`src/rtl/sbpf_pkg.sv`:
```
`timescale 1ns / 1ps

package sbpf_pkg;

   // Item modes
   localparam logic [1:0] MODE_HEADER = 2'd0;
   localparam logic [1:0] MODE_PARAM  = 2'd1;
   localparam logic [1:0] MODE_RX     = 2'd2;
   localparam logic [1:0] MODE_TICK   = 2'd3;

   // Result kinds
   localparam logic KIND_TX      = 1'b0;
   localparam logic KIND_VERDICT = 1'b1;

   // Verdict status codes
   localparam logic [2:0] STATUS_OK         = 3'd0;
   localparam logic [2:0] STATUS_TIMEOUT    = 3'd1;
   localparam logic [2:0] STATUS_BAD_HEADER = 3'd2;
   localparam logic [2:0] STATUS_ID_BAD     = 3'd3;
   localparam logic [2:0] STATUS_BAD_LENGTH = 3'd4;
   localparam logic [2:0] STATUS_BAD_CSUM   = 3'd5;

   // Packet constants
   localparam logic [7:0] SYNC_BYTE      = 8'hFF;
   localparam logic [7:0] LEN_OVERHEAD   = 8'd2;
   localparam logic [7:0] RX_OVERHEAD    = 8'd4;
   localparam logic [7:0] UNBOUNDED_LEN  = 8'd255;
   localparam logic [7:0] CSUM_GOOD      = 8'hFF;

   // Register map
   localparam int unsigned CSR_ADDR_WIDTH = 3;
   localparam logic CSR_BROADCAST_ID = 1'b0;
   localparam logic CSR_TIMEOUT      = 1'b1;
   localparam logic [7:0]  BROADCAST_RESET = 8'd254;
   localparam logic [19:0] TIMEOUT_RESET   = 20'd1000;

   // Most results that one transaction can produce
   localparam int unsigned MAX_RESULTS = 7;

   typedef enum logic [2:0] {
      PH_IDLE   = 3'b001,
      PH_PARAMS = 3'b010,
      PH_REPLY  = 3'b100
   } phase_type;

   typedef struct packed {
      logic [1:0] mode;
      logic [7:0] target_id;
      logic [7:0] instruction;
      logic [7:0] param_count;
      logic [7:0] reply_length;
      logic [7:0] data_byte;
   } item_type;

   typedef struct packed {
      logic       kind;
      logic [7:0] tx_byte;
      logic       tx_last;
      logic [2:0] status;
      logic [7:0] received_count;
   } result_type;

   typedef struct packed {
      logic [2:0]                         count;
      result_type [MAX_RESULTS-1:0]       entry;
   } bundle_type;

endpackage

```
`src/rtl/sbpf_if.sv`:
```
`timescale 1ns / 1ps

// Request channel: one command or receive-side transaction
interface sbpf_req_if;
   logic       valid;
   logic       ready;
   logic [1:0] mode;
   logic [7:0] target_id;
   logic [7:0] instruction;
   logic [7:0] param_count;
   logic [7:0] reply_length;
   logic [7:0] data_byte;

   modport source (output valid, output mode, output target_id, output instruction,
                   output param_count, output reply_length, output data_byte,
                   input ready);
   modport sink   (input valid, input mode, input target_id, input instruction,
                   input param_count, input reply_length, input data_byte,
                   output ready);
endinterface

// Response channel: transmit bytes and reply verdicts
interface sbpf_rsp_if;
   logic       valid;
   logic       ready;
   logic       kind;
   logic [7:0] tx_byte;
   logic       tx_last;
   logic [2:0] status;
   logic [7:0] received_count;

   modport source (output valid, output kind, output tx_byte, output tx_last,
                   output status, output received_count, input ready);
   modport sink   (input valid, input kind, input tx_byte, input tx_last,
                   input status, input received_count, output ready);
endinterface

```
`src/rtl/sbpf_csr.sv`:
```
`timescale 1ns / 1ps

module sbpf_csr (
   input  logic                                clock,
   input  logic                                reset,
   input  logic                                psel,
   input  logic                                penable,
   input  logic                                pwrite,
   input  logic [sbpf_pkg::CSR_ADDR_WIDTH-1:0] paddr,
   input  logic [31:0]                         pwdata,
   output logic [31:0]                         prdata,
   output logic                                pready,
   output logic [7:0]                          broadcast_id,
   output logic [19:0]                         timeout_ticks
);

   logic [7:0]  broadcast_id_ff;
   logic [19:0] timeout_ticks_ff;
   logic        reg_sel;
   logic        wr_en;

   assign pready  = 1'b1;
   assign reg_sel = paddr[2];
   assign wr_en   = psel && penable && pwrite;

   // Register writes in the access phase
   always_ff @(posedge clock) begin
      if (reset) begin
         broadcast_id_ff  <= sbpf_pkg::BROADCAST_RESET;
         timeout_ticks_ff <= sbpf_pkg::TIMEOUT_RESET;
      end else if (wr_en) begin
         unique case (reg_sel)
            sbpf_pkg::CSR_BROADCAST_ID: broadcast_id_ff  <= pwdata[7:0];
            sbpf_pkg::CSR_TIMEOUT:      timeout_ticks_ff <= pwdata[19:0];
         endcase
      end
   end

   // Read mux
   always_comb begin
      unique case (reg_sel)
         sbpf_pkg::CSR_BROADCAST_ID: prdata = {24'd0, broadcast_id_ff};
         sbpf_pkg::CSR_TIMEOUT:      prdata = {12'd0, timeout_ticks_ff};
      endcase
   end

   assign broadcast_id  = broadcast_id_ff;
   assign timeout_ticks = timeout_ticks_ff;

endmodule

```
`src/rtl/sbpf_core.sv`:
```
`timescale 1ns / 1ps

module sbpf_core (
   input  logic                   clock,
   input  logic                   reset,
   input  logic                   take,
   input  sbpf_pkg::item_type     item,
   input  logic [7:0]             broadcast_id,
   input  logic [19:0]            timeout_ticks,
   output sbpf_pkg::bundle_type   bundle
);

   sbpf_pkg::phase_type phase_ff, phase_in;
   logic [7:0]  current_target_ff, current_target_in;
   logic [7:0]  tx_sum_ff, tx_sum_in;
   logic [7:0]  params_left_ff, params_left_in;
   logic [7:0]  expected_reply_ff, expected_reply_in;
   logic [7:0]  reply_count_ff, reply_count_in;
   logic [7:0]  rx_sum_ff, rx_sum_in;
   logic [7:0]  length_field_ff, length_field_in;
   logic        header_bad_ff, header_bad_in;
   logic        id_bad_ff, id_bad_in;
   logic [20:0] wait_ticks_ff, wait_ticks_in;

   logic [7:0]  len_byte;
   logic [7:0]  hdr_sum;
   logic [7:0]  param_sum;
   logic [7:0]  left_next;
   sbpf_pkg::bundle_type bundle_in;

   function automatic sbpf_pkg::result_type tx_result(input logic [7:0] b, input logic last);
      sbpf_pkg::result_type r;
      r = '0;
      r.kind    = sbpf_pkg::KIND_TX;
      r.tx_byte = b;
      r.tx_last = last;
      return r;
   endfunction

   // Reply verdict (OK for the broadcast id) by priority: timeout, header, id, length, checksum
   function automatic sbpf_pkg::result_type verdict_result(
      input logic [7:0] target, input logic [7:0] bcast, input logic timed_out,
      input logic [7:0] expected, input logic [7:0] n, input logic hb,
      input logic ib, input logic [7:0] lf, input logic [7:0] rs);
      sbpf_pkg::result_type r;
      logic [2:0] st;
      st = sbpf_pkg::STATUS_OK;
      if (target != bcast) begin
         if (timed_out && expected != sbpf_pkg::UNBOUNDED_LEN) begin
            st = sbpf_pkg::STATUS_TIMEOUT;
         end else if (n > 8'd3) begin
            if (hb) begin
               st = sbpf_pkg::STATUS_BAD_HEADER;
            end else if (ib) begin
               st = sbpf_pkg::STATUS_ID_BAD;
            end else if (lf != n - sbpf_pkg::RX_OVERHEAD) begin
               st = sbpf_pkg::STATUS_BAD_LENGTH;
            end else if (rs != sbpf_pkg::CSUM_GOOD) begin
               st = sbpf_pkg::STATUS_BAD_CSUM;
            end
         end
      end
      r = '0;
      r.kind           = sbpf_pkg::KIND_VERDICT;
      r.status         = st;
      r.received_count = (st == sbpf_pkg::STATUS_OK) ? n : 8'd0;
      return r;
   endfunction

   assign len_byte  = item.param_count + sbpf_pkg::LEN_OVERHEAD;
   assign hdr_sum   = item.target_id + len_byte + item.instruction;
   assign param_sum = tx_sum_ff + item.data_byte;
   assign left_next = params_left_ff - 8'd1;

   // Next state and the results of this transaction
   always_comb begin
      phase_in          = phase_ff;
      current_target_in = current_target_ff;
      tx_sum_in         = tx_sum_ff;
      params_left_in    = params_left_ff;
      expected_reply_in = expected_reply_ff;
      reply_count_in    = reply_count_ff;
      rx_sum_in         = rx_sum_ff;
      length_field_in   = length_field_ff;
      header_bad_in     = header_bad_ff;
      id_bad_in         = id_bad_ff;
      wait_ticks_in     = wait_ticks_ff;
      bundle_in         = '0;

      unique case (item.mode)
         sbpf_pkg::MODE_HEADER: begin
            current_target_in  = item.target_id;
            expected_reply_in  = item.reply_length;
            params_left_in     = item.param_count;
            tx_sum_in          = hdr_sum;
            bundle_in.entry[0] = tx_result(sbpf_pkg::SYNC_BYTE, 1'b0);
            bundle_in.entry[1] = tx_result(sbpf_pkg::SYNC_BYTE, 1'b0);
            bundle_in.entry[2] = tx_result(item.target_id, 1'b0);
            bundle_in.entry[3] = tx_result(len_byte, 1'b0);
            bundle_in.entry[4] = tx_result(item.instruction, 1'b0);
            bundle_in.count    = 3'd5;
            if (item.param_count == 8'd0) begin
               bundle_in.entry[5] = tx_result(~hdr_sum, 1'b1);
               bundle_in.count    = 3'd6;
               phase_in           = sbpf_pkg::PH_REPLY;
               reply_count_in     = '0;
               rx_sum_in          = '0;
               length_field_in    = '0;
               header_bad_in      = 1'b0;
               id_bad_in          = 1'b0;
               wait_ticks_in      = '0;
               if (item.reply_length == 8'd0) begin
                  bundle_in.entry[6] = verdict_result(item.target_id, broadcast_id, 1'b0,
                                                      8'd0, 8'd0, 1'b0, 1'b0, 8'd0, 8'd0);
                  bundle_in.count    = 3'd7;
                  phase_in           = sbpf_pkg::PH_IDLE;
               end
            end else begin
               phase_in = sbpf_pkg::PH_PARAMS;
            end
         end

         sbpf_pkg::MODE_PARAM: begin
            if (phase_ff == sbpf_pkg::PH_PARAMS) begin
               tx_sum_in          = param_sum;
               params_left_in     = left_next;
               bundle_in.entry[0] = tx_result(item.data_byte, 1'b0);
               bundle_in.count    = 3'd1;
               if (left_next == 8'd0) begin
                  bundle_in.entry[1] = tx_result(~param_sum, 1'b1);
                  bundle_in.count    = 3'd2;
                  phase_in           = sbpf_pkg::PH_REPLY;
                  reply_count_in     = '0;
                  rx_sum_in          = '0;
                  length_field_in    = '0;
                  header_bad_in      = 1'b0;
                  id_bad_in          = 1'b0;
                  wait_ticks_in      = '0;
                  if (expected_reply_ff == 8'd0) begin
                     bundle_in.entry[2] = verdict_result(current_target_ff, broadcast_id,
                                                         1'b0, 8'd0, 8'd0, 1'b0, 1'b0,
                                                         8'd0, 8'd0);
                     bundle_in.count    = 3'd3;
                     phase_in           = sbpf_pkg::PH_IDLE;
                  end
               end
            end
         end

         sbpf_pkg::MODE_RX: begin
            if (phase_ff == sbpf_pkg::PH_REPLY) begin
               if (reply_count_ff < 8'd2 && item.data_byte != sbpf_pkg::SYNC_BYTE) begin
                  header_bad_in = 1'b1;
               end
               if (reply_count_ff == 8'd2 && item.data_byte != current_target_ff) begin
                  id_bad_in = 1'b1;
               end
               if (reply_count_ff == 8'd3) begin
                  length_field_in = item.data_byte;
               end
               if (reply_count_ff >= 8'd2) begin
                  rx_sum_in = rx_sum_ff + item.data_byte;
               end
               reply_count_in = reply_count_ff + 8'd1;
               wait_ticks_in  = '0;
               if (reply_count_in == expected_reply_ff) begin
                  bundle_in.entry[0] = verdict_result(current_target_ff, broadcast_id, 1'b0,
                                                      expected_reply_ff, reply_count_in,
                                                      header_bad_in, id_bad_in,
                                                      length_field_in, rx_sum_in);
                  bundle_in.count    = 3'd1;
                  phase_in           = sbpf_pkg::PH_IDLE;
               end
            end
         end

         sbpf_pkg::MODE_TICK: begin
            if (phase_ff == sbpf_pkg::PH_REPLY) begin
               if (wait_ticks_ff > {1'b0, timeout_ticks}) begin
                  bundle_in.entry[0] = verdict_result(current_target_ff, broadcast_id, 1'b1,
                                                      expected_reply_ff, reply_count_ff,
                                                      header_bad_ff, id_bad_ff,
                                                      length_field_ff, rx_sum_ff);
                  bundle_in.count    = 3'd1;
                  phase_in           = sbpf_pkg::PH_IDLE;
               end else begin
                  wait_ticks_in = wait_ticks_ff + 21'd1;
               end
            end
         end
      endcase
   end

   // State registers advance only on a taken transaction
   always_ff @(posedge clock) begin
      if (reset) begin
         phase_ff          <= sbpf_pkg::PH_IDLE;
         current_target_ff <= '0;
         tx_sum_ff         <= '0;
         params_left_ff    <= '0;
         expected_reply_ff <= '0;
         reply_count_ff    <= '0;
         rx_sum_ff         <= '0;
         length_field_ff   <= '0;
         header_bad_ff     <= 1'b0;
         id_bad_ff         <= 1'b0;
         wait_ticks_ff     <= '0;
      end else if (take) begin
         phase_ff          <= phase_in;
         current_target_ff <= current_target_in;
         tx_sum_ff         <= tx_sum_in;
         params_left_ff    <= params_left_in;
         expected_reply_ff <= expected_reply_in;
         reply_count_ff    <= reply_count_in;
         rx_sum_ff         <= rx_sum_in;
         length_field_ff   <= length_field_in;
         header_bad_ff     <= header_bad_in;
         id_bad_ff         <= id_bad_in;
         wait_ticks_ff     <= wait_ticks_in;
      end
   end

   assign bundle = bundle_in;

`ifndef NO_ASSERTIONS
   // Reply phase is only entered once every parameter has been sent
   a_reply_no_params_left: assert property (@(posedge clock) disable iff (reset)
      (phase_ff == sbpf_pkg::PH_REPLY) |-> (params_left_ff == 8'd0))
      else $error("reply phase with parameters outstanding");

   // A header always yields at least the five framing bytes
   a_header_count: assert property (@(posedge clock) disable iff (reset)
      (take && item.mode == sbpf_pkg::MODE_HEADER) |-> (bundle_in.count >= 3'd5))
      else $error("header produced too few bytes");

   // Tick or receive transactions never produce transmit bytes
   a_rx_no_tx: assert property (@(posedge clock) disable iff (reset)
      (take && (item.mode == sbpf_pkg::MODE_RX || item.mode == sbpf_pkg::MODE_TICK)
       && bundle_in.count != 3'd0) |-> (bundle_in.entry[0].kind == sbpf_pkg::KIND_VERDICT
       && phase_in == sbpf_pkg::PH_IDLE))
      else $error("receive side result is not a closing verdict");
`endif

endmodule

```
`src/rtl/sbpf_out_buf.sv`:
```
`timescale 1ns / 1ps

module sbpf_out_buf (
   input  logic                  clock,
   input  logic                  reset,
   input  logic                  take,
   input  sbpf_pkg::bundle_type  bundle,
   output logic                  free,
   sbpf_rsp_if.source            rsp_ch
);

   sbpf_pkg::result_type [sbpf_pkg::MAX_RESULTS-1:0] entry_ff, entry_in;
   logic [2:0] count_ff, count_in;
   logic       pop;
   logic       load;

   assign pop  = (count_ff != 3'd0) && rsp_ch.ready;
   assign free = (count_ff == 3'd0) || (count_ff == 3'd1 && rsp_ch.ready);
   assign load = take && (bundle.count != 3'd0);

   // Load a new result list, or shift the head out on each accepted response
   always_comb begin
      entry_in = entry_ff;
      count_in = count_ff;
      if (load) begin
         entry_in = bundle.entry;
         count_in = bundle.count;
      end else if (pop) begin
         for (int i = 0; i < sbpf_pkg::MAX_RESULTS - 1; i++) begin
            entry_in[i] = entry_ff[i+1];
         end
         count_in = count_ff - 3'd1;
      end
   end

   always_ff @(posedge clock) begin
      if (reset) begin
         count_ff <= '0;
      end else begin
         count_ff <= count_in;
      end
   end

   always_ff @(posedge clock) begin
      entry_ff <= entry_in;
   end

   assign rsp_ch.valid          = (count_ff != 3'd0);
   assign rsp_ch.kind           = entry_ff[0].kind;
   assign rsp_ch.tx_byte        = entry_ff[0].tx_byte;
   assign rsp_ch.tx_last        = entry_ff[0].tx_last;
   assign rsp_ch.status         = entry_ff[0].status;
   assign rsp_ch.received_count = entry_ff[0].received_count;

`ifndef NO_ASSERTIONS
   // A new list never overwrites results still waiting to leave
   a_no_overwrite: assert property (@(posedge clock) disable iff (reset)
      load |-> (count_ff == 3'd0 || (count_ff == 3'd1 && pop)))
      else $error("result list overwritten");

   // Pending count stays within the list size
   a_count_range: assert property (@(posedge clock) disable iff (reset)
      count_ff <= 3'(sbpf_pkg::MAX_RESULTS))
      else $error("result count out of range");
`endif

endmodule

```
`src/rtl/servo_bus_packet_framer_checker_top.sv`:
```
`timescale 1ns / 1ps

// Servo-bus packet framer and reply checker. Each request transaction is
// registered, then processed combinationally into a list of up to seven
// results that leave one per cycle on the response channel while it is
// ready: a command header gives 5 bytes (6 with the checksum when it
// has no parameters, 7 with a zero-length verdict), a parameter byte
// gives 0 to 3, a received byte or tick 0 or 1. A request waits in the
// input register until the result list is free, then its results load
// into the output buffer. A new request is taken every cycle while the
// result list is empty or leaving its last entry, so a header holds the
// request side until its results drain; the response drain sets the rate.
// Registers: broadcast_id at 0x0, timeout_ticks at 0x4; write them only
// while no transaction is in flight.
module servo_bus_packet_framer_checker_top (
   input  logic                                clock,
   input  logic                                reset,
   sbpf_req_if.sink                            req_ch,
   sbpf_rsp_if.source                          rsp_ch,
   input  logic                                psel,
   input  logic                                penable,
   input  logic                                pwrite,
   input  logic [sbpf_pkg::CSR_ADDR_WIDTH-1:0] paddr,
   input  logic [31:0]                         pwdata,
   output logic [31:0]                         prdata,
   output logic                                pready
);

   logic                 in_valid_ff, in_valid_in;
   sbpf_pkg::item_type   in_item_ff;
   logic                 take;
   logic                 free;
   logic                 accept;
   logic [7:0]           broadcast_id;
   logic [19:0]          timeout_ticks;
   sbpf_pkg::bundle_type bundle;

   sbpf_csr u_csr (
      .clock         (clock),
      .reset         (reset),
      .psel          (psel),
      .penable       (penable),
      .pwrite        (pwrite),
      .paddr         (paddr),
      .pwdata        (pwdata),
      .prdata        (prdata),
      .pready        (pready),
      .broadcast_id  (broadcast_id),
      .timeout_ticks (timeout_ticks)
   );

   // Input register
   assign take         = in_valid_ff && free;
   assign req_ch.ready = !in_valid_ff || take;
   assign accept       = req_ch.valid && req_ch.ready;

   always_comb begin
      in_valid_in = in_valid_ff;
      if (accept) begin
         in_valid_in = 1'b1;
      end else if (take) begin
         in_valid_in = 1'b0;
      end
   end

   always_ff @(posedge clock) begin
      if (reset) begin
         in_valid_ff <= 1'b0;
      end else begin
         in_valid_ff <= in_valid_in;
      end
   end

   always_ff @(posedge clock) begin
      if (accept) begin
         in_item_ff.mode         <= req_ch.mode;
         in_item_ff.target_id    <= req_ch.target_id;
         in_item_ff.instruction  <= req_ch.instruction;
         in_item_ff.param_count  <= req_ch.param_count;
         in_item_ff.reply_length <= req_ch.reply_length;
         in_item_ff.data_byte    <= req_ch.data_byte;
      end
   end

   sbpf_core u_core (
      .clock         (clock),
      .reset         (reset),
      .take          (take),
      .item          (in_item_ff),
      .broadcast_id  (broadcast_id),
      .timeout_ticks (timeout_ticks),
      .bundle        (bundle)
   );

   sbpf_out_buf u_out_buf (
      .clock  (clock),
      .reset  (reset),
      .take   (take),
      .bundle (bundle),
      .free   (free),
      .rsp_ch (rsp_ch)
   );

endmodule
```
`src/flat_wrapper.sv`:
```
// flat-port wrapper written by rule: the top's interface ports become plain ports
module servo_bus_packet_framer_checker_top_flat 
  (clock, reset, psel, penable, pwrite, paddr, pwdata, prdata, pready, req_ch_valid, req_ch_mode, req_ch_target_id, req_ch_instruction, req_ch_param_count, req_ch_reply_length, req_ch_data_byte, req_ch_ready, rsp_ch_valid, rsp_ch_kind, rsp_ch_tx_byte, rsp_ch_tx_last, rsp_ch_status, rsp_ch_received_count, rsp_ch_ready);
  sbpf_req_if req_ch_i ();
  sbpf_rsp_if rsp_ch_i ();
  input  logic clock;
  input  logic reset;
  input  logic psel;
  input  logic penable;
  input  logic pwrite;
  input  logic [sbpf_pkg::CSR_ADDR_WIDTH-1:0] paddr;
  input  logic [31:0] pwdata;
  output logic [31:0] prdata;
  output logic pready;
  input wire logic [$bits(req_ch_i.valid)-1:0] req_ch_valid;
  input wire logic [$bits(req_ch_i.mode)-1:0] req_ch_mode;
  input wire logic [$bits(req_ch_i.target_id)-1:0] req_ch_target_id;
  input wire logic [$bits(req_ch_i.instruction)-1:0] req_ch_instruction;
  input wire logic [$bits(req_ch_i.param_count)-1:0] req_ch_param_count;
  input wire logic [$bits(req_ch_i.reply_length)-1:0] req_ch_reply_length;
  input wire logic [$bits(req_ch_i.data_byte)-1:0] req_ch_data_byte;
  output wire logic [$bits(req_ch_i.ready)-1:0] req_ch_ready;
  output wire logic [$bits(rsp_ch_i.valid)-1:0] rsp_ch_valid;
  output wire logic [$bits(rsp_ch_i.kind)-1:0] rsp_ch_kind;
  output wire logic [$bits(rsp_ch_i.tx_byte)-1:0] rsp_ch_tx_byte;
  output wire logic [$bits(rsp_ch_i.tx_last)-1:0] rsp_ch_tx_last;
  output wire logic [$bits(rsp_ch_i.status)-1:0] rsp_ch_status;
  output wire logic [$bits(rsp_ch_i.received_count)-1:0] rsp_ch_received_count;
  input wire logic [$bits(rsp_ch_i.ready)-1:0] rsp_ch_ready;
  assign req_ch_i.valid = req_ch_valid;
  assign req_ch_i.mode = req_ch_mode;
  assign req_ch_i.target_id = req_ch_target_id;
  assign req_ch_i.instruction = req_ch_instruction;
  assign req_ch_i.param_count = req_ch_param_count;
  assign req_ch_i.reply_length = req_ch_reply_length;
  assign req_ch_i.data_byte = req_ch_data_byte;
  assign req_ch_ready = req_ch_i.ready;
  assign rsp_ch_valid = rsp_ch_i.valid;
  assign rsp_ch_kind = rsp_ch_i.kind;
  assign rsp_ch_tx_byte = rsp_ch_i.tx_byte;
  assign rsp_ch_tx_last = rsp_ch_i.tx_last;
  assign rsp_ch_status = rsp_ch_i.status;
  assign rsp_ch_received_count = rsp_ch_i.received_count;
  assign rsp_ch_i.ready = rsp_ch_ready;
  servo_bus_packet_framer_checker_top u_core (.clock(clock), .reset(reset), .req_ch(req_ch_i), .rsp_ch(rsp_ch_i), .psel(psel), .penable(penable), .pwrite(pwrite), .paddr(paddr), .pwdata(pwdata), .prdata(prdata), .pready(pready));
endmodule
```
`config.mk`:
```
export PLATFORM = sky130hd
export DESIGN_NAME = servo_bus_packet_framer_checker_top_flat
export DESIGN_NICKNAME = d
export VERILOG_FILES = /design/src/rtl/sbpf_pkg.sv /design/src/rtl/sbpf_if.sv /design/src/rtl/sbpf_csr.sv /design/src/rtl/sbpf_core.sv /design/src/rtl/sbpf_out_buf.sv /design/src/rtl/servo_bus_packet_framer_checker_top.sv /design/src/flat_wrapper.sv
export SDC_FILE = /design/constraint.sdc
export NUM_CORES = 1
export LEC_CHECK = 0
export BUFFER_PORTS_ARGS = -buffer_cell sky130_fd_sc_hd__buf_2
export CAP_MARGIN = 20
export CORE_ASPECT_RATIO = 1.75
export CORE_MARGIN = 1.5
export CORE_UTILIZATION = 39
export CTS_BUF_LIST = sky130_fd_sc_hd__clkbuf_8
export DETAILED_ROUTE_END_ITERATION = 16
export HOLD_SLACK_MARGIN = 0.05
export PLACE_DENSITY_LB_ADDON = 0.05
export SYNTH_ARGS = -nofsm -noshare
export SYNTH_HDL_FRONTEND = slang
export SYNTH_SLANG_ARGS = --single-unit
```
`constraint.sdc`:
```
create_clock -name clock -period 4.7 [get_ports clock]
set_input_delay 0.235 -clock clock [delete_from_list [all_inputs] [get_ports clock]]
set_output_delay 0.235 -clock clock [all_outputs]
set_load 0.02 [all_outputs]
```
==> results list, run 1 <==
* Startpoint type of the worst setup path: register
* Transition time of the tightest slew-check pin: 1.05 ns
- Synthesized area per cell: between 9 and 10 um2
* Biggest fanout along the worst timing path: 72
- The die is 239 um tall.
- Global-route wire length before repair: about 54 mm
* Required time reported for the critical path endpoint: 5.00 ns
- RSZ-0062 raised after global routing: no
* Cell with the largest stage delay on the worst path: sky130_fd_sc_hd__buf_4
- Total number of vias: 9882
- Wires add up to 34.9 mm.
- The tightest min-delay check is of the primary input to register type.
* Count of clock tree sinks: 228
- The worst pin sits at a relative slew slack of 0.297.
- Worst skew pair latency: 0.56 ns
- Cells after synthesis: 1317
* CTS Root Cell: sky130_fd_sc_hd__clkbuf_8
* Critical Path Max Stage Delay: 0.62 ns
- Before CTS, the worst setup slack after placement is 0.933 ns.
- In this run the cell area of the synthesized design comes to 12400 um2.
- The via count of the first global-routing pass was 9907.
- Number of distinct library cells after synthesis: 71
- Walking the worst path, the cells encountered are inv_1, ha_1, a21oi_1, o21ai_0, a2111oi_0, o211ai_1, and4_1, o31ai_4, buf_4, inv_1, o21a_1.
- Sorting the synthesized cells by area gives the leading types as sky130_fd_sc_hd__edfxtp_1, sky130_fd_sc_hd__dfxtp_1, sky130_fd_sc_hd__nand2_1.
* Starting density of the core: 0.395
* Seq cells post-synth: 228
- Sequential cell area fraction in the yosys report: 0.459
* Port Buf Inserts: 112
* Top-area cell type share of the netlist area: 0.276
- Max-capacitance violation count: 0
* Worst path most repeated cell: sky130_fd_sc_hd__inv_1
- Clock-pin slew was measured on the worst setup and hold paths at approximately 0.060 ns.
- Yosys mapped a number of flops with a built-in enable equal to 114.
- Routability Congestion: 0.829
- Result of the run: complete, no violations
* Tot GR Track Use: 0.216
* Clock tree from TritonCTS: built
* Core Footprint: roughly 31000 um2
- Sum of net half-perimeters after detailed placement: ~25 mm
- For this run, the leading register cell type out of synthesis is sky130_fd_sc_hd__edfxtp_1.
- During I/O placement, the number of pins put on the boundary was 140.
- Width of the die: 138 um
* Biggest area consumer among synthesized cells: sky130_fd_sc_hd__edfxtp_1
- The commonest cells after synthesis are sky130_fd_sc_hd__nand2_1, sky130_fd_sc_hd__dfxtp_1, sky130_fd_sc_hd__edfxtp_1, sky130_fd_sc_hd__nor2_1, sky130_fd_sc_hd__a21oi_1.
- Setup violations remaining at the end of the flow were counted as 0.
- Worst Clk Skew: 0.0323 ns
* CP Class: register to register
- For this design the static power due to leakage is approximately 0.0058 uW.
- Final number of hold-violating endpoints: 0
- Antenna violations before repair: 1
* Arrival time of the worst setup path: 4.04 ns
- Count of nets after finishing: 1625
- The floorplan step defined a die boundary enclosing 33000 um2.
- Worst ir drop on vdd: 229 uV
- Area grow syn2layout: 17.5%
* Total number of yosys warnings: 0
- FILL cells: 3151
- The first TritonRoute pass finished after 5 iterations.
- Number of pins with negative max-slew slack in the final report: 0
* Count of antenna-violating nets left after detailed routing: 0
- Worst setup slack after layout: around 0.95 ns
- Summed over all layers, the global routing overflow is 0.
- Gates resized, CTS repair: 0
- For this design the ratio of total power to cell area is ~400 nW/um2.
* Detailed Route Iter0 Violations: 505
- Derived from the worst setup path, the maximum achievable clock frequency is 267 MHz.
* Share of post-route cells with drive strength above 1: 0.135
- # rows: 86
- In the finished design, the share of the clock period the worst path needs comes to 0.797.
* Post-layout minimum cycle time: 3.75 ns
- Entering global routing, the biggest net connects 73 pins.
* Top-count cell post-synth: sky130_fd_sc_hd__nand2_1
- Maximum count of clock buffers along a single path: 3
- Number of CTS-inserted buffers: 38
* Maximum level of the CTS H-tree: 2
* Number of vias per cell: 5.19
- # DRC: 0
- Final-layout setup total negative slack: 0 ns
- After detailed routing, the average wire length per cell comes to between 15 and 20 um.
* Proportion of register bits with asynchronous set or reset after synthesis: 0
* Kind of end point of the critical path: register
-- cell families (layout without fill, tap and decap cells) --
kind of cell             after synthesis  count (layout)  synth area share
other                                  2              14          0.000605
AND/OR/NAND/NOR                      477             477             0.181
buffers and inverters                162             342            0.0604
AO/OA/AOI/OAI                        266             266             0.137
flip-flops                           228             228             0.459
multiplexers                          21              21            0.0177
adder cells (fa/ha/maj)               63              63            0.0695
XOR/XNOR                              98              98            0.0748
-- layout by cell type, fill, tap and decap left out, types with 6 or more instances in the layout --
cell,n
sky130_fd_sc_hd__ha_1,53
sky130_fd_sc_hd__nor2b_1,14
sky130_fd_sc_hd__o21ai_0,71
sky130_fd_sc_hd__a211oi_1,8
sky130_fd_sc_hd__dfxtp_1,114
sky130_fd_sc_hd__clkbuf_8,43
sky130_fd_sc_hd__and2_1,13
sky130_fd_sc_hd__a22o_1,13
sky130_fd_sc_hd__fa_1,10
sky130_fd_sc_hd__o211ai_1,6
sky130_fd_sc_hd__a211o_1,16
sky130_fd_sc_hd__and3_1,16
sky130_fd_sc_hd__a31oi_1,8
sky130_fd_sc_hd__nor4_1,12
sky130_fd_sc_hd__buf_2,112
sky130_fd_sc_hd__or4_1,8
sky130_fd_sc_hd__o31ai_1,7
sky130_fd_sc_hd__inv_1,94
sky130_fd_sc_hd__conb_1,13
sky130_fd_sc_hd__dlygate4sd3_1,64
sky130_fd_sc_hd__a21oi_1,85
sky130_fd_sc_hd__a21o_1,10
sky130_fd_sc_hd__nand2_1,190
sky130_fd_sc_hd__nand3_1,22
sky130_fd_sc_hd__o21bai_1,7
sky130_fd_sc_hd__edfxtp_1,114
sky130_fd_sc_hd__xor2_1,44
sky130_fd_sc_hd__buf_4,21
sky130_fd_sc_hd__a311oi_1,6
sky130_fd_sc_hd__nand4_1,22
sky130_fd_sc_hd__nor2_1,112
sky130_fd_sc_hd__nand2b_1,14
sky130_fd_sc_hd__nor3_1,20
sky130_fd_sc_hd__mux2_2,8
sky130_fd_sc_hd__mux2i_1,13
sky130_fd_sc_hd__xnor2_1,49
-- power breakdown --
group          switching, uW  internal, uW  leakage, uW  total, uW
sequential               171          2550      0.00201       2720
clock                    809           833     0.000433       1640
combinational            900           528      0.00338       1430
total                   1880          3910      0.00582       5790
-- worst max-delay path: cells and delay by family, from the launching register on --
family                     cells  cell delay (ns)
DFF                            1             0.33
buffers and inverters          3             0.91
adders and majority gates      1             0.31
and+or+nand+nor                1             0.36
AOI/OAI and AO/OA              6             1.55
-- flip-flops by register name, summed over array words and instances (netlist names), 3 cells and up --
name	flops
u_core.u_out_buf.rsp_ch.tx_byte	8
u_core.u_core.tx_sum_ff	8
u_core.u_core.current_target_ff	8
u_core.u_out_buf.rsp_ch.received_count	8
u_core.u_out_buf.rsp_ch.status	3
u_core.u_core.reply_count_ff	8
u_core.u_core.rx_sum_ff	8
u_core.u_out_buf.count_ff	3
u_core.u_core.expected_reply_ff	8
u_core.u_core.length_field_ff	8
u_core.u_csr.timeout_ticks	20
u_core.u_core.phase_ff	3
u_core.u_core.params_left_ff	8
u_core.u_out_buf.entry_ff	51
u_core.in_item_ff	42
u_core.u_csr.broadcast_id	8
u_core.u_core.wait_ticks_ff	21
-- through the flow --
| stage | cell area (um2) | power [uW] | utilization | hold slack [ns] | cells |
|---|---|---|---|---|---|
| after global placement | 13200 | 4150 | 0.422 | 0.413 | 1769 |
| after global routing | 14600 | 6160 | 0.465 | 0.362 | 1905 |
| after detailed placement | 13200 | 4170 | 0.422 | 0.413 | 1769 |
| final | 14600 | 5790 | 0.465 | 0.358 | 1905 |
| after CTS | 14600 | 5890 | 0.464 | 0.316 | 1903 |
| after floorplan | 12500 | 3770 | - | 0.334 | 1328 |
-- layer usage --
metal / wire length [um] / track usage / share of wire / up-vias
met1: 13500 / 0.232 / 0.39 / 4698
li1: - / - / - / 4898
met5: 0 / 0 / 0 / -
met2: 18400 / 0.399 / 0.53 / 210
met4: 1800 / 0.114 / 0.052 / 0
met3: 1200 / 0.0333 / 0.034 / 76
-- final timing paths --
path	from	slack [ns]	cells after the start	end
max	u_core.u_csr.timeout_ticks[6]$_SDFFE_PP1P_	0.95	11	u_core.u_out_buf.rsp_ch.kind$_DFFE_PP_
min	penable	0.36	6	u_core.u_csr.timeout_ticks[19]$_SDFFE_PP0P_
max reg2reg	u_core.u_csr.timeout_ticks[6]$_SDFFE_PP1P_	0.95	11	u_core.u_out_buf.rsp_ch.kind$_DFFE_PP_
min reg2reg	u_core.u_csr.timeout_ticks[18]$_SDFFE_PP0P_	0.46	2	u_core.u_csr.timeout_ticks[18]$_SDFFE_PP0P_
-- repair_timing --
action / in CTS / in global routing
buffers inserted: 0 / 0
hold endpoints to repair: 72 / 0
hold buffers: 64 / 0
-- layout make-up --
class | instances | area [um2] | share of cell area
Clock buffer | 43 | 592 | 0.0405
Clock inverter | 27 | 103 | 0.00703
Inverter | 73 | 274 | 0.0188
Timing Repair Buffer | 199 | 1390 | 0.0955
Sequential cell | 228 | 5710 | 0.391
Antenna cell | 1 | 2.50 | 0.000171
Multi-Input combinational cell | 938 | 6030 | 0.413
Tap cell | 396 | 495 | 0.0339
(Power assumes the default switching activity.)
==> inputs of run 2 (changes only) <==
- ABC_AREA: not set -> 1
- clock period: 4.7 -> 3.17 ns (I/O delays scaled with it)
==> run 2 against run 1 <==
  * Area after synthesis rose by 6.0%
  * Worst setup slack lost 0.79 ns
  * Wire length up 14%
  * Non-clock buffer count grew 45
  * Critical path type unchanged
  * Final cell count increased by 24%
  * Sequential share of layout area shrank 3.0 points
  * Sequential cell count stayed put
  * Global-route usage increased by 1.2 points
  * First-iteration DRC count increased by 17%
  * Total power up 59%
  * Critical endpoint is now u_core.u_core.tx_sum_ff[6]$_SDFFE_PP0P_
==> results list, run 2 <==
- The mean cell area of the mapped netlist was 7.91 um2 (was 9.43 um2).
- Antenna violations before repair: 1 (unchanged)
- Worst path cell trace: ha_2, xnor2_1, buf_4, fa_1, inv_1, ha_1, a21o_1, a31oi_2, inv_1, a21oi_2, o21ai_1, xor2_1, a21oi_1, or2_2, inv_1 (was inv_1, ha_1, a21oi_1, o21ai_0, a2111oi_0, o211ai_1, and4_1, o31ai_4, buf_4, inv_1, o21a_1)
- Share of the core filled with cells in the final layout: 0.477 (was 0.465)
- Switching share of total power: 0.337 (was 0.325)
- Count of antenna-violating nets left after detailed routing: 0 (unchanged)
* Count of nets after finishing: 2023 (was 1625)
* Clock tree from TritonCTS: built (unchanged)
- The setup clock skew after layout is 0.0322 ns (was 0.0323 ns).
* PD cells: 583 nW/um2 (was 397 nW/um2)
- Via count of the first global-routing pass: 11100 (was 9907)
- The peak supply drop came to 320 uV (was 229 uV).
- The final number of setup-violating endpoints came to 0 (unchanged).
- Highest-count cells in the layout ignoring fill and taps: sky130_fd_sc_hd__nand2_1, sky130_fd_sc_hd__inv_1, sky130_fd_sc_hd__a21oi_1 (was sky130_fd_sc_hd__nand2_1, sky130_fd_sc_hd__edfxtp_1, sky130_fd_sc_hd__dfxtp_1)
* Core Footprint: 33100 um2 (was 31400 um2)
- Number of pins with negative max-slew slack in the final report: 0 (unchanged)
* Top-area cell type share of the netlist area: 0.260 (was 0.276)
- The leakage power is 0.00709 uW (was 0.00582 uW).
* Global-route wire length before repair: 60.3 mm (was 53.9 mm)
- Required time reported for the critical path endpoint: 3.69 ns (was 5.00 ns)
- The number of flops mapped to enable cells by yosys came to 114 (unchanged).
- Share of post-route cells with drive strength above 1: 0.157 (was 0.135)
- Path class of the lowest-slack min-delay path: primary input to register (unchanged)
* Total number of vias: 11500 (was 9882)
- # DRC: 0 (unchanged)
* Detailed Route Iter0 Violations: 589 (was 505)
- The clock latency reported for the late side of the worst-skew pair came to 0.58 ns (was 0.56 ns).
* Arrival time of the worst setup path: 3.52 ns (was 4.04 ns)
- Biggest area consumer among synthesized cells: sky130_fd_sc_hd__edfxtp_1 (unchanged)
- Post-placement worst setup slack: 0.110 ns (was 0.933 ns)
* Number of vias per cell: 4.89 (was 5.19)
- Commonest non-fill, non-tap cell in the layout: sky130_fd_sc_hd__nand2_1 (unchanged)
- Largest registers: u_core.u_out_buf.entry_ff (51), u_core.in_item_ff (42), u_core.u_core.wait_ticks_ff (21) (unchanged)
- Worst path most repeated cell: sky130_fd_sc_hd__inv_1 (unchanged)
- The total CTS buffers was 37 (was 38).
- Result of the run: complete, no violations (unchanged).
* Total number of yosys warnings: 0 (unchanged)
- The worst slew margin relative to its limit came to 0.504 (was 0.297).
* Width of the die: 142 um (was 138 um)
- The final weighted congestion in routability-driven placement is 0.893 (was 0.829).
* Flip-flop count of the largest register, all copies and words added: 51 (unchanged)
* Worst setup slack after layout: 0.169 ns (was 0.955 ns)
* Clock Power Share: 0.290 (was 0.283)
- Maximum level of the CTS H-tree: 2 (unchanged)
* Number of distinct library cells after synthesis: 52 (was 71)
- Critical Path Source: u_core.in_item_ff[17]$_DFFE_PP_ (was u_core.u_csr.timeout_ticks[6]$_SDFFE_PP1P_)
- The number of primary I/O pins came to 140 (unchanged).
- The maximum buffer depth of the clock tree was 3 (unchanged).
* Number of buffer and inverter instances along the worst setup path: 4 (was 3)
* Transition time of the tightest slew-check pin: 0.742 ns (was 1.05 ns)
- Destination of the critical timing path: u_core.u_core.tx_sum_ff[6]$_SDFFE_PP0P_ (was u_core.u_out_buf.rsp_ch.kind$_DFFE_PP_)
- Leading cell types by count after synthesis: sky130_fd_sc_hd__nand2_1, sky130_fd_sc_hd__inv_1, sky130_fd_sc_hd__a21oi_1, sky130_fd_sc_hd__dfxtp_1, sky130_fd_sc_hd__edfxtp_1 (was sky130_fd_sc_hd__nand2_1, sky130_fd_sc_hd__dfxtp_1, sky130_fd_sc_hd__edfxtp_1, sky130_fd_sc_hd__nor2_1, sky130_fd_sc_hd__a21oi_1)
- The kind of cell adding the most delay to the critical path was adder cells (was compound AO/OA/AOI/OAI gates).
* Area of placed instances: 14400 um2 (was 13200 um2)
* Cell with the largest stage delay on the worst path: sky130_fd_sc_hd__fa_1 (was sky130_fd_sc_hd__buf_4)
- The flip-flop and latch count after synthesis came to 228 (unchanged).
- The most repeated cell in the gate-level netlist after synthesis is sky130_fd_sc_hd__nand2_1 (unchanged).
- The total grt overflow is 0 (unchanged).
- The maximum operating frequency is 333 MHz (was 267 MHz).
* Proportion of register bits with asynchronous set or reset after synthesis: 0 (unchanged)
* Kind of end point of the critical path: register (unchanged)
- The starting density of the core is 0.397 (was 0.395).
- RSZ-0062 raised after global routing: yes (was no)
* Die extent in y: 246 um (was 239 um)
- Share of power burned in registers: 0.436 (was 0.470)
- The filler cell count in the final layout was 3354 (was 3151).
- The largest fanout on the critical path was 2 (was 72).
* Largest register by flop count: u_core.u_out_buf.entry_ff (unchanged)
- # rows: 88 (was 86)
* Number of cells on the critical path: 15 (was 11)
* Crit share post-route: 0.947 (was 0.797)
- The total global routing track utilization came to 0.228 (was 0.216).
- Port Buf Inserts: 112 (unchanged)
- The net load switching power came to 3100 uW (was 1880 uW).
- The count of maximum capacitance violations was 0 (unchanged).
* Die Area: 34900 um2 (was 33000 um2)
* Total wirelength of the detailed-routed design: 39.6 mm (was 34.9 mm)
* Sum of net half-perimeters after detailed placement: 30.3 mm (was 24.9 mm)
- Cell area after technology mapping: 13200 um2 (was 12400 um2)
- The kind of start point of the critical path is a register (unchanged).
- Final number of hold-violating endpoints: 0 (unchanged)
- Number of standard cells in the layout, taps in and fillers out: 2355 (was 1905)
- The post-layout total power is 9210 uW (was 5790 uW).
* Largest net degree at the start of global routing: 53 (was 73)
* CP Class: register to register (unchanged)
- The sequential element share of the synthesized area is 0.433 (was 0.459).
* Cells after synthesis: 1666 (was 1317)
- The most common flop cell mapped by yosys was sky130_fd_sc_hd__edfxtp_1 (unchanged).
- Cell Int Power: 6110 uW (was 3910 uW)
- The detailed-route wire length per cell is 16.8 um (was 18.3 um).
* Critical Path Max Stage Delay: 0.47 ns (was 0.62 ns)
* Worst reg2reg path startpoint: u_core.in_item_ff[17]$_DFFE_PP_ (was u_core.u_csr.timeout_ticks[6]$_SDFFE_PP1P_)
* Worst flop-to-flop path endpoint: u_core.u_core.tx_sum_ff[6]$_SDFFE_PP0P_ (was u_core.u_out_buf.rsp_ch.kind$_DFFE_PP_)
- CTS Root Cell: sky130_fd_sc_hd__clkbuf_8 (unchanged)
* Area contributors post-synth: sky130_fd_sc_hd__edfxtp_1, sky130_fd_sc_hd__dfxtp_1, sky130_fd_sc_hd__nand2_1 (unchanged)
- Register-to-register setup slack: 0.17 ns (was 0.95 ns)
* Clock transition at the registers of the reported paths: 0.06 ns (about the same)
- The count of TritonRoute iterations in the first routing pass was 6 (was 5).
- Placed insts: 2223 (was 1769)
- Count of clock tree sinks: 228 (unchanged)
* Post-layout minimum cycle time: 3.00 ns (was 3.75 ns)
* Area grow syn2layout: 19.9% (was 17.5%)
- Non-Filler Cell Area, Final: 15800 um2 (was 14600 um2)
* Fraction of power consumed by combinational cells: 0.273 (was 0.246)
* Worst r2r path cells: 15 (was 11)
==> run 2: changes by cell type in the layout (fill, tap and decap cells not counted), sizes merged, moves of 14 or more <==
cell / delta
nand3: +69
xnor2: -25
buf: +46
o21ai: +51
nor2b: -14
a211o: -16
nand2: +232
a21oi: +36
inv: +151
and3: -15
xor2: -17
nand4: +23
nand2b: -14
==> run 2: worst min-delay path by stage <==
stage / to / slack (ns) / cells past startpoint / start
5_1_grt: u_core.in_valid_ff$_SDFFE_PP0P_ / 0.09 / 4 / rsp_ch_ready
3_5_place_dp: u_core.in_item_ff[37]$_DFFE_PP_ / 0.34 / 1 / req_ch_target_id[5]
2_1_floorplan: u_core.in_item_ff[0]$_DFFE_PP_ / 0.26 / 0 / req_ch_data_byte[0]
6_report: u_core.u_out_buf.count_ff[1]$_SDFFE_PP0P_ / 0.11 / 4 / rsp_ch_ready
3_3_place_gp: u_core.in_item_ff[26]$_DFFE_PP_ / 0.34 / 1 / req_ch_instruction[2]
4_1_cts: u_core.in_valid_ff$_SDFFE_PP0P_ / 0.08 / 4 / rsp_ch_ready
==> run 2: power groups by stage <==
stage          Clock, uW  Sequential [uW]  Combinational, uW
2_1_floorplan          0             4040               1770
3_3_place_gp           0             4070               2420
3_5_place_dp           0             4080               2450
4_1_cts             2750             4020               2510
5_1_grt             2870             4070               2830
6_report            2670             4020               2520
==> run 2: final cells by class <==
type | instances | area, um2 | share of cell area
Timing Repair Buffer | 244 | 1750 | 0.111
Clock inverter | 24 | 159 | 0.0101
Antenna cell | 1 | 2.50 | 0.000158
Inverter | 230 | 863 | 0.0547
Multi-Input combinational cell | 1135 | 6160 | 0.390
Sequential cell | 228 | 5710 | 0.361
Tap cell | 450 | 563 | 0.0356
Clock buffer | 43 | 592 | 0.0375
==> run 2: timing repair <==
action	4_1_cts	5_1_grt
endpoints found under the setup margin	0	2
hold endpoints to repair	71	0
resized for setup	0	5
buffers inserted	0	1
hold buffers	63	0
==> run 2: logic make-up after synthesis <==
group           after synthesis  synth area share
other cells                   2          0.000570
fa+ha+maj                    63            0.0655
buf+inv                     314             0.104
xor+xnor                     51            0.0339
flops                       228             0.433
compound gates              285             0.119
simple gates                723             0.243
==> run 2: worst register-to-register path, delay by kind of cell (launching register included) <==
family	cells	cell delay (ns)
fa+ha+maj	3	0.98
compound gates	5	0.66
flops	1	0.39
xor+xnor	2	0.33
buf+inv	4	0.32
simple gates	1	0.27
==> run 2: per-stage QoR <==
step / setup TNS, ns / hold WS (ns)
floorplan: 0 / 0.257
detailed placement: 0 / 0.337
global route: -0.0357 / 0.0938
CTS: 0 / 0.0804
global placement: 0 / 0.335
finish: 0 / 0.112
==> run 2: metal layers <==
layer | vias up | global-route usage | wire length [um]
met5 | - | 0 | 0
met4 | 0 | 0.128 | 2370
met3 | 108 | 0.0280 | 1180
met2 | 249 | 0.446 | 21400
met1 | 5303 | 0.229 | 14600
li1 | 5862 | - | -
==> inputs of run 3 (changes only) <==
- clock period: 3.17 -> 3.85 ns (I/O delays scaled with it)
==> run 3 against run 2 <==
  * Via count down 0.93%
  * Sequential share of layout area is 0.71 points higher
  * Worst setup slack better by 0.43 ns
  * Clock skew decreased by 0.0031 ns
  * Total power down 18%
  * First-iteration DRC count is 11% lower
  * Fmax decreased by 7.7%
  * Sequential cell count unchanged
  * Critical path depth rose by 1
  * Global-route usage rose by 0.29 points
  * Sequential power is 17% lower
  * Critical endpoint is now u_core.u_out_buf.rsp_ch.received_count[3]$_SDFFCE_PN0P_
==> results list, run 3 (synthesis gave the netlist of run 2 again) <==
- Kind of end point of the critical path: register (unchanged)
- The count of vias placed by the detailed router is 11400 (was 11500).
* Area of placed instances: 14000 um2 (was 14400 um2)
- The post-route antenna net violation count is 0 (unchanged).
- The final weighted congestion in routability-driven placement is 0.879 (was 0.893).
* Largest registers: u_core.u_out_buf.entry_ff (51), u_core.in_item_ff (42), u_core.u_core.wait_ticks_ff (21) (unchanged)
* Non-Filler Cell Area, Final: 15500 um2 (was 15800 um2)
* Critical Path Max Stage Delay: 0.59 ns (was 0.47 ns)
- Post-placement worst setup slack: 0.635 ns (was 0.110 ns)
* Maximum clock frequency: 308 MHz (was 333 MHz)
* RSZ-0062 raised after global routing: no (was yes)
* Crit share post-route: 0.844 (was 0.947)
- The leakage power was 0.00689 uW (was 0.00709 uW).
- Number of vias per cell: 4.93 (was 4.89)
- The cell seen most often among critical-path stages is sky130_fd_sc_hd__nand2_1 (was sky130_fd_sc_hd__inv_1).
- Worst setup slack after layout: 0.600 ns (was 0.169 ns)
* Share of post-route cells with drive strength above 1: 0.137 (was 0.157)
- Post-layout minimum cycle time: 3.25 ns (was 3.00 ns)
- The total wirelength of the detailed-routed design came to 39.6 mm (about the same).
- The total DRC errors in the routed layout was 0 (unchanged).
- Worst hold margin: 0.201 ns (was 0.112 ns)
- Cell with the largest stage delay on the worst path: sky130_fd_sc_hd__dfxtp_1 (was sky130_fd_sc_hd__fa_1)
- Maximum count of clock buffers along a single path: 3 (unchanged)
* Path class of the lowest-slack min-delay path: primary input to register (unchanged)
- Number of pins with negative max-slew slack in the final report: 0 (unchanged)
- The total grt overflow is 0 (unchanged).
* Die extent in y: 246 um (unchanged)
- The area added between synthesis and finish came to 17.6% (was 19.9%).
- The detailed-route wire length per cell is 17.1 um (was 16.8 um).
- The count of TritonRoute iterations in the first routing pass was 5 (was 6).
* Startpoint type of the worst setup path: register (unchanged)
- Buffers inserted by post-CTS timing repair: 0 (unchanged)
* Width of the die: 142 um (unchanged)
- The arrival time at the worst endpoint is 3.58 ns (was 3.52 ns).
- The length of routed met2 wiring came to 21.8 mm (was 21.4 mm).
* Final number of hold-violating endpoints: 0 (unchanged)
- The via count of the first global-routing pass was 11400 (was 11100).
- Final-layout setup total negative slack: 0 ns (unchanged)
- The number of levels in the clock H-tree was 2 (unchanged).
- Result of the run: complete, no violations (unchanged).
- The row count was 88 (unchanged).
- The post-layout total power came to 7590 uW (was 9210 uW).
* Die Area: 34900 um2 (unchanged)
- Worst path cell trace: ha_1, buf_4, nand2_2, inv_2, nand3_2, o21ai_0, inv_1, nand2_1, nand2_1, inv_1, nand3_1, nor2_2, nand2_1, nand2_4, nand3_1, a21oi_1 (was ha_2, xnor2_1, buf_4, fa_1, inv_1, ha_1, a21o_1, a31oi_2, inv_1, a21oi_2, o21ai_1, xor2_1, a21oi_1, or2_2, inv_1)
- The total global routing track utilization is 0.231 (was 0.228).
- The final-stage net count was 1981 (was 2023).
- The root buffer selected by CTS is sky130_fd_sc_hd__clkbuf_8 (unchanged).
- Largest register by flop count: u_core.u_out_buf.entry_ff (unchanged)
* Worst slew margin relative to its limit: 0.536 (was 0.504)
- The filler cell count in the final layout is 3320 (was 3354).
* Worst skew pair latency: 0.56 ns (was 0.58 ns)
- The hold buffer count at cts was 63 (unchanged).
- Largest net degree at the start of global routing: 52 (was 53)
- The final number of setup-violating endpoints is 0 (unchanged).
- Number of CTS-inserted buffers: 39 (was 37)
* Worst Clk Skew: 0.0291 ns (was 0.0322 ns)
- Clock tree from TritonCTS: built (unchanged)
* Ports placed on the boundary: 140 (unchanged)
- Clock transition at the registers of the reported paths: 0.06 ns (about the same)
- The first-pass GRT wire length was 61.5 mm (was 60.3 mm).
- The length of routed wiring on met1 is 14.4 mm (was 14.6 mm).
* Antenna violations before repair: 1 (unchanged)
- Worst ir drop on vdd: 248 uV (was 320 uV)
* Required time reported for the critical path endpoint: 4.18 ns (was 3.69 ns)
* Flip-flop count of the largest register, all copies and words added: 51 (unchanged)
* Biggest fanout along the worst timing path: 14 (was 2)
* Starting density of the core: 0.397 (unchanged)
* Core Footprint: 33100 um2 (unchanged)
- Uppermost signal routing layer after detailed routing: met4 (unchanged)
* Highest-count cells in the layout ignoring fill and taps: sky130_fd_sc_hd__nand2_1, sky130_fd_sc_hd__inv_1, sky130_fd_sc_hd__a21oi_1 (unchanged)
* Transition time of the tightest slew-check pin: 0.696 ns (was 0.742 ns)
* Max-capacitance violation count: 0 (unchanged)
- Total met3 wirelength after detailed routing: 1.19 mm (was 1.18 mm)
* Gates resized, CTS repair: 0 (unchanged)
* Detailed Route Iter0 Violations: 522 (was 589)
- CP Class: register to register (unchanged)
* Register-to-register setup slack: 0.60 ns (was 0.17 ns)
- Commonest non-fill, non-tap cell in the layout: sky130_fd_sc_hd__nand2_1 (unchanged)
- The power per cell area is 490 nW/um2 (was 583 nW/um2).
- Count of clock tree sinks: 228 (unchanged)
* Sum of net half-perimeters after detailed placement: 29.7 mm (was 30.3 mm)
- Port Buf Inserts: 112 (unchanged)
-- run 3: metrics by stage --
step                cells  utilization
detailed placement   2179        0.424
global placement     2179        0.424
CTS                  2312        0.467
floorplan            1677            -
global route         2314        0.467
finish               2314        0.467
-- run 3: path summary, 6_finish.rpt --
path | startpoint | endpoint | cells past startpoint
setup / recovery | u_core.u_core.reply_count_ff[0]$_SDFFE_PP0P_ | u_core.u_out_buf.rsp_ch.received_count[3]$_SDFFCE_PN0P_ | 16
hold / removal | penable | u_core.u_csr.broadcast_id[5]$_SDFFE_PP1P_ | 4
setup reg to reg | u_core.u_core.reply_count_ff[0]$_SDFFE_PP0P_ | u_core.u_out_buf.rsp_ch.received_count[3]$_SDFFCE_PN0P_ | 16
hold reg to reg | u_core.u_core.tx_sum_ff[7]$_SDFFE_PP0P_ | u_core.u_core.tx_sum_ff[7]$_SDFFE_PP0P_ | 2
-- run 3: metal layers --
layer | GRT usage | vias up
li1 | - | 5764
met1 | 0.232 | 5320
met2 | 0.453 | 227
met3 | 0.0276 | 104
met4 | 0.127 | 0
met5 | 0 | -
-- run 3: worst max-delay path, delay by kind of cell, from the launching register on --
kind | cells | cell delay, ns
and+or+nand+nor | 9 | 1.05
adders and majority gates | 1 | 0.24
DFF | 1 | 0.59
AOI/OAI and AO/OA | 2 | 0.75
buffers and inverters | 4 | 0.38
-- run 3: layout make-up --
type                            instances  area, um2  share of cell area
Clock inverter                         20        109             0.00703
Antenna cell                            1       2.50            0.000162
Timing Repair Buffer                  200       1420              0.0914
Tap cell                              450        563              0.0363
Sequential cell                       228       5710               0.368
Inverter                              230        863              0.0557
Clock buffer                           50        688              0.0444
Multi-Input combinational cell       1135       6140               0.397
-- run 3: power by group --
part / internal [uW] / total (uW) / leakage, uW / switching, uW
Sequential: 3140 / 3330 / 0.00202 / 196
Clock: 1230 / 2260 / 0.000465 / 1030
Combinational: 685 / 2000 / 0.00441 / 1310
Total: 5050 / 7590 / 0.00689 / 2540
